[src/design/acrf_pkg.sv]
// Shared types and codes for the admission-controlled request queue.
`default_nettype none
package acrf_pkg;
    localparam int LIMIT_W = 9;

    typedef enum logic [1:0] {
        OP_PUSH   = 2'd0,
        OP_POP    = 2'd1,
        OP_REMOVE = 2'd2,
        OP_NONE   = 2'd3
    } op_t;

    typedef enum logic [2:0] {
        ST_ADDED     = 3'd0,
        ST_DUPLICATE = 3'd1,
        ST_REJECTED  = 3'd2,
        ST_POPPED    = 3'd3,
        ST_EMPTY     = 3'd4,
        ST_REMOVED   = 3'd5
    } status_t;

    typedef enum logic [1:0] {
        CM_HOLD   = 2'd0,
        CM_DROP   = 2'd1,
        CM_ROTATE = 2'd2,
        CM_LOAD   = 2'd3
    } cell_mode_t;

    typedef struct packed {
        cell_mode_t mode;
        logic       hit;   // this cell is the tail / write target
    } cell_ctrl_t;

    typedef struct packed {
        logic [15:0] client;
        logic [15:0] peer;
        logic [31:0] connection;
        logic [7:0]  request_kind;
        logic [63:0] request_id;
    } entry_t;

    typedef enum logic {
        CFG_PER_CONN = 1'b0,
        CFG_PENDING  = 1'b1
    } cfg_idx_t;
endpackage
`default_nettype wire

[src/design/acrf_cell.sv]
// One queue slot: takes its neighbor's entry, the head entry or a new entry.
`default_nettype none
module acrf_cell (
    input  wire logic                    aclk,
    input  wire acrf_pkg::cell_ctrl_t    ctrl,
    input  wire acrf_pkg::entry_t        nb_i,
    input  wire acrf_pkg::entry_t        head_i,
    input  wire acrf_pkg::entry_t        load_i,
    output acrf_pkg::entry_t             q_o
);
    import acrf_pkg::*;

    entry_t q_reg;

    always_ff @(posedge aclk) begin
        unique case (ctrl.mode)
            CM_HOLD:   q_reg <= q_reg;
            CM_DROP:   q_reg <= nb_i;
            CM_ROTATE: q_reg <= ctrl.hit ? head_i : nb_i;
            CM_LOAD:   q_reg <= ctrl.hit ? load_i : q_reg;
        endcase
    end

    assign q_o = q_reg;
endmodule
`default_nettype wire

[config.mk]
export PLATFORM = sky130hd
export DESIGN_NAME = acrf_cell
export DESIGN_NICKNAME = d
export VERILOG_FILES = /design/src/design/acrf_pkg.sv /design/src/design/acrf_cell.sv
export SDC_FILE = /design/constraint.sdc
export NUM_CORES = 1
export LEC_CHECK = 0
export BUFFER_PORTS_ARGS = -buffer_cell sky130_fd_sc_hd__buf_2
export CAP_MARGIN = 20
export CORE_AREA = 10 10 204 206
export DETAILED_ROUTE_END_ITERATION = 8
export DIE_AREA = 0 0 214 216
export SYNTH_ARGS = -nofsm -noshare
export SYNTH_HDL_FRONTEND = slang
export SYNTH_SLANG_ARGS = --single-unit
export TNS_END_PERCENT = 30
[constraint.sdc]
create_clock -name aclk -period 4.1 [get_ports aclk]
set_input_delay 0.82 -clock aclk [delete_from_list [all_inputs] [get_ports aclk]]
set_output_delay 0.82 -clock aclk [all_outputs]
set_load 0.01 [all_outputs]
* Word-level counts from Yosys, hierarchy flattened
Cells that the tools add are included.
** Operators by class
- Add/sub/neg operators :: 0
- Multipliers :: 0
- Eq/ne operators :: 4
- $lt $le $gt $ge :: 0
- Reductions and logical operators :: 2
- Bitwise gates (word level) :: 1
- Div/mod/pow operators :: 0
- Shift-type cells :: 0
- Multiplexer cells :: 3
** Operators by type and width (number)
- $pmux 136 s3 :: 1
- $mux 136 :: 2
- $eq 2x2->1 const B :: 2
- $eq 2x1->1 const B :: 1
- $logic_not 2->1 :: 1
- $ne 2x2->1 const B :: 1
- $reduce_and 2->1 :: 1
- $not 1->1 :: 1
** Storage, ports and cells
- Memories kept :: 0
- Output and inout port bits :: 136
- Flip-flop bits (word level) :: 136
- Memory bits (writable) :: 0
- Bits in read-only memories :: 0
- Input bits :: 412
- Latch bits :: 0
- Word-level logic and storage cells :: 15

* Depth between registers and ports, before layout
- Depth in word-level cells :: 3
- Depth in mapped cells :: 6
- Mapped depth without buffers :: 2

* Worst setup path after synthesis
No wires, ideal clock.
- Path type :: in2reg
- Start :: input ctrl[2] (netlist name)
- End :: register q_reg, in the netlist q_o[0], enable pin
- Arrival time :: 3241 ps
- Stages :: 5
- Data required time :: 3651 ps
- Setup time :: 449 ps
- Buffers on the path :: 3
- Slack :: 410 ps
- Cell sequence :: buf_4 > buf_6 > buf_6 > nor2_1 > o21ba_2
** Between the ends
- Longest elaborated chain between the ends :: 3
- Elaborated cells between the ends (all ways) :: 5
- Classes of those cells :: eq/ne: 2; bitwise: 1; reduce/logical: 2
** RTL lines
- from (decl) :: line acrf_cell.sv:5 : input wire acrf_pkg::cell_ctrl_t ctrl,
- $eq 2x2->1 or $logic_not 2->1 (tied branches) :: line acrf_cell.sv:16 : unique case (ctrl.mode)
- $ne 2x2->1 (no line) or $not 1->1 (tied branches)
- $reduce_and 2->1 (no line) *
- to (signal assigned) :: line acrf_cell.sv:17 : CM_HOLD: q_reg <= q_reg;
- to (signal assigned) :: line acrf_cell.sv:18 : CM_DROP: q_reg <= nb_i;
- to (signal assigned) :: line acrf_cell.sv:19 : CM_ROTATE: q_reg <= ctrl.hit ? head_i : nb_i;
- to (decl) :: line acrf_cell.sv:13 : entry_t q_reg;
Mark *: on every way between the ends. The rest lies on a longest branch, timed or not.
A chain may end at the register's enable or synchronous reset.

* Worst setup path in the final report
- Start :: input ctrl[1] (netlist name)
- End :: register q_reg, in the netlist q_o[42] (data pin)
** Between the ends
- Longest elaborated chain between the ends :: 2
- Elaborated cells between the ends (all ways) :: 4
- Classes of those cells :: eq/ne: 3; mux: 1
** RTL lines (line)
- $eq 2x2->1 or $eq 2x1->1 (tied branches) :: acrf_cell.sv:16
- $pmux 136 s3 * :: acrf_cell.sv:16
Marks and branches as above.

==> results.py <==
metrics = {
    "outcome": {
        "status": "completed",
    },
    "detailed_routing": {
        "dr.first_iter.drc_count": 458,
        "avgRoutedWirePerCell_um": 22.1,
        "drc": 0,
        "post_drt_via_cell_ratio": 4.82,
        "remaining_antenna_violation_count_after_routing": 0,
        "detailedRoute.firstPassIterationCount": 5,
        "routed_wl_um": 36600,
        "number_of_vias_after_detailed_routing": 7964,
    },
    "logic_synthesis": {
        "post_synth_num_cell_types": 14,
        "synth_seq_area_share": 0.478,
        "synth_cells": 637,
        "synth_enable_flop_cells": 136,
        "synth_async_sr_flop_share": 0,
        "syn_avg_cell_area_um2": 13.4,
        "synth_top_cells_by_area": "sky130_fd_sc_hd__edfxtp_1 48%, sky130_fd_sc_hd__nand4bb_1 18%, sky130_fd_sc_hd__o211a_1 16%",
        "syn_area_mm2": 0.00854,
        "synth_seq_cells": 136,
        "mappedNetlistNets": 1049,
        "synthDominantCellAreaShare": 0.478,
        "synthesis.yosys.warnings": 0,
        "dominantRegCellSynth": "sky130_fd_sc_hd__edfxtp_1",
        "yosys.area.top_type": "sky130_fd_sc_hd__edfxtp_1",
    },
    "sta": {
        "worst_pin_slew_ns": 0.992,
        "rsz_0062_raised_after_global_routing": "no",
        "maxSlewViolCount": 0,
        "setup_viol_count_final": 0,
        "fin_tns_setup_ns": 0,
        "worst_slew_margin_rel": 0.339,
        "setup_slack_ns": 1.75,
        "number_of_failing_hold_endpoints_at_the_final_stage": 0,
        "fin_crit_sh": 0.572,
        "fin_crit_ns": 2.35,
        "clock.fmax_mhz": 426,
    },
    "placed_design": {
        "post-place-cells": 1619,
        "dp_slack_ns": 1.32,
        "place.detailed.hpwl_um": 27500,
        "portBuffers": 547,
        "finalWeightedCongestion": 0.842,
        "post_dp_cell_area_mm2": 0.0116,
    },
    "clocking": {
        "cts_inserted_buffers": 17,
        "ctsRootBufferMaster": "sky130_fd_sc_hd__clkbuf_16",
        "post_cts.resized_instances": 0,
        "clk_pin_slew_worst_paths_ns": 0.07,
        "cts.sinks": 136,
        "tritoncts": "built",
        "hold_buffers": 0,
        "clockBufferDepth": 2,
        "cts_max_level": 4,
        "postCtsSetupBuffers": 0,
    },
    "cells_and_area": {
        "finish.instance_area_mm2": 0.0122,
        "largest_register_ffs": 136,
        "flow.area_growth_from_synthesis_pct": 42.5,
        "layout.cells.most_common_list": "544 x sky130_fd_sc_hd__buf_2, 136 x sky130_fd_sc_hd__nand4bb_1, 136 x sky130_fd_sc_hd__edfxtp_1, 135 x sky130_fd_sc_hd__nand3b_1, 135 x sky130_fd_sc_hd__o211a_1",
        "final_net_count": 1539,
        "final.fill_count": 3832,
        "layout.cells.non_filler": 1653,
        "drive_above_1_share": 0.520,
        "final_common_cell": "sky130_fd_sc_hd__buf_2",
    },
    "critical_path": {
        "timing.critical_path.required_ns": 4.30,
        "cp.arrival_ns": 2.54,
        "max_stage_delay_ns": 0.83,
        "worst-path-buf-inv": 2,
        "cp_top_family": "buffers and inverters",
        "worstPathMaxFanout": 106,
        "critical-path-slowest-cell": "sky130_fd_sc_hd__buf_4",
        "criticalPathCategory": "input pin to flip-flop",
        "setup.worst_path.end_class": "flip-flop",
        "crit_chain": "buf_6 -> buf_4 -> nand3b_1 -> o211a_1",
        "critPathLaunchType": "input pin",
    },
    "power": {
        "switchingPower_mw": 1.21,
        "cellInternalPower_mw": 3.11,
        "share_seq_of_total_power": 0.418,
        "clkPwrFrac": 0.359,
        "ir_drop_v": 0.000278,
        "finalPower_mw": 4.33,
        "switching_share": 0.281,
        "p_comb_frac": 0.222,
        "powerDensity_mw_per_mm2": 355,
        "p_leak_nw": 5.34,
    },
    "floorplan": {
        "start_util": 0.228,
        "floorplan.io_pins": 548,
        "placement_rows": 71,
        "die_span_x_um": 214,
        "fp.coreArea_mm2": 0.0374,
        "floorplan.die.height_um": 216,
        "dieArea_mm2": 0.0462,
    },
    "min_path": {
        "worst_hold_path_type": "input pin to flip-flop",
    },
    "global_route": {
        "grt.overflow.total": 0,
        "grt_first_pass_wirelength_um": 53000,
        "antenna_found_initial": 2,
        "grt_start_max_net_pins": 141,
        "grt_util_all_layers": 0.148,
        "vias_in_the_first_global_route": 8304,
    },
    "flow_run": {
        "timing.max_cap.violations": 0,
    },
}
[cells in the mapped netlist (3+ instances only)]
master and n:
sky130_fd_sc_hd__buf_6 19, sky130_fd_sc_hd__o211a_1 135, sky130_fd_sc_hd__edfxtp_1 136, sky130_fd_sc_hd__clkbuf_1 47, sky130_fd_sc_hd__buf_4 3, sky130_fd_sc_hd__nand3b_1 135
sky130_fd_sc_hd__nand4bb_1 136, sky130_fd_sc_hd__buf_2 20
[cells by family (layout without fill, tap and decap cells)]
logic type | Yosys count | after routing | share of synthesized area
compound gates | 138 | 138 | 0.162
buf+inv | 90 | 593 | 0.0618
flops | 136 | 136 | 0.478
other cells | 0 | 2 | 0
simple gates | 273 | 273 | 0.299
[worst paths after layout]
path,start,endpoint,slack [ns],cells after the start
hold / removal,nb_i[79],q_o[79],0.69,2
setup / recovery,ctrl[1],q_o[42],1.75,4
[through the flow]
stage | hold slack [ns] | util
after global placement | 1.14 | 0.310
after detailed placement | 1.14 | 0.310
final | 0.691 | 0.326
after CTS | 0.656 | 0.325
after floorplan | 1.05 | -
after global routing | 0.663 | 0.326
[layout make-up]
type / count / area [um^2] / area share
multi-input combinational: 411 / 3950 / 0.324
tap: 511 / 639 / 0.0525
timing repair buffer: 561 / 2920 / 0.240
antenna: 2 / 5.00 / 0.000411
clock buffer: 18 / 429 / 0.0352
clock inverter: 14 / 149 / 0.0122
sequential: 136 / 4080 / 0.335
[routing by layer]
metal	global-route usage	vias to the layer above	routed length [um]
met4	0.0493	0	642
li1	-	3637	-
met3	0.0579	36	3140
met1	0.161	3911	14100
met2	0.258	380	18700
met5	0	-	0
[power by group through the flow]
stage          clock, mW  combinational (mW)  sequential (mW)
6_report            1.56               0.961             1.81
3_5_place_dp           0               0.975             1.84
5_1_grt             1.66                1.03             1.83
3_3_place_gp           0               0.971             1.83
4_1_cts             1.61               0.979             1.81
2_1_floorplan          0               0.365             1.95
Note: power is estimated with default switching activity, not from simulation.
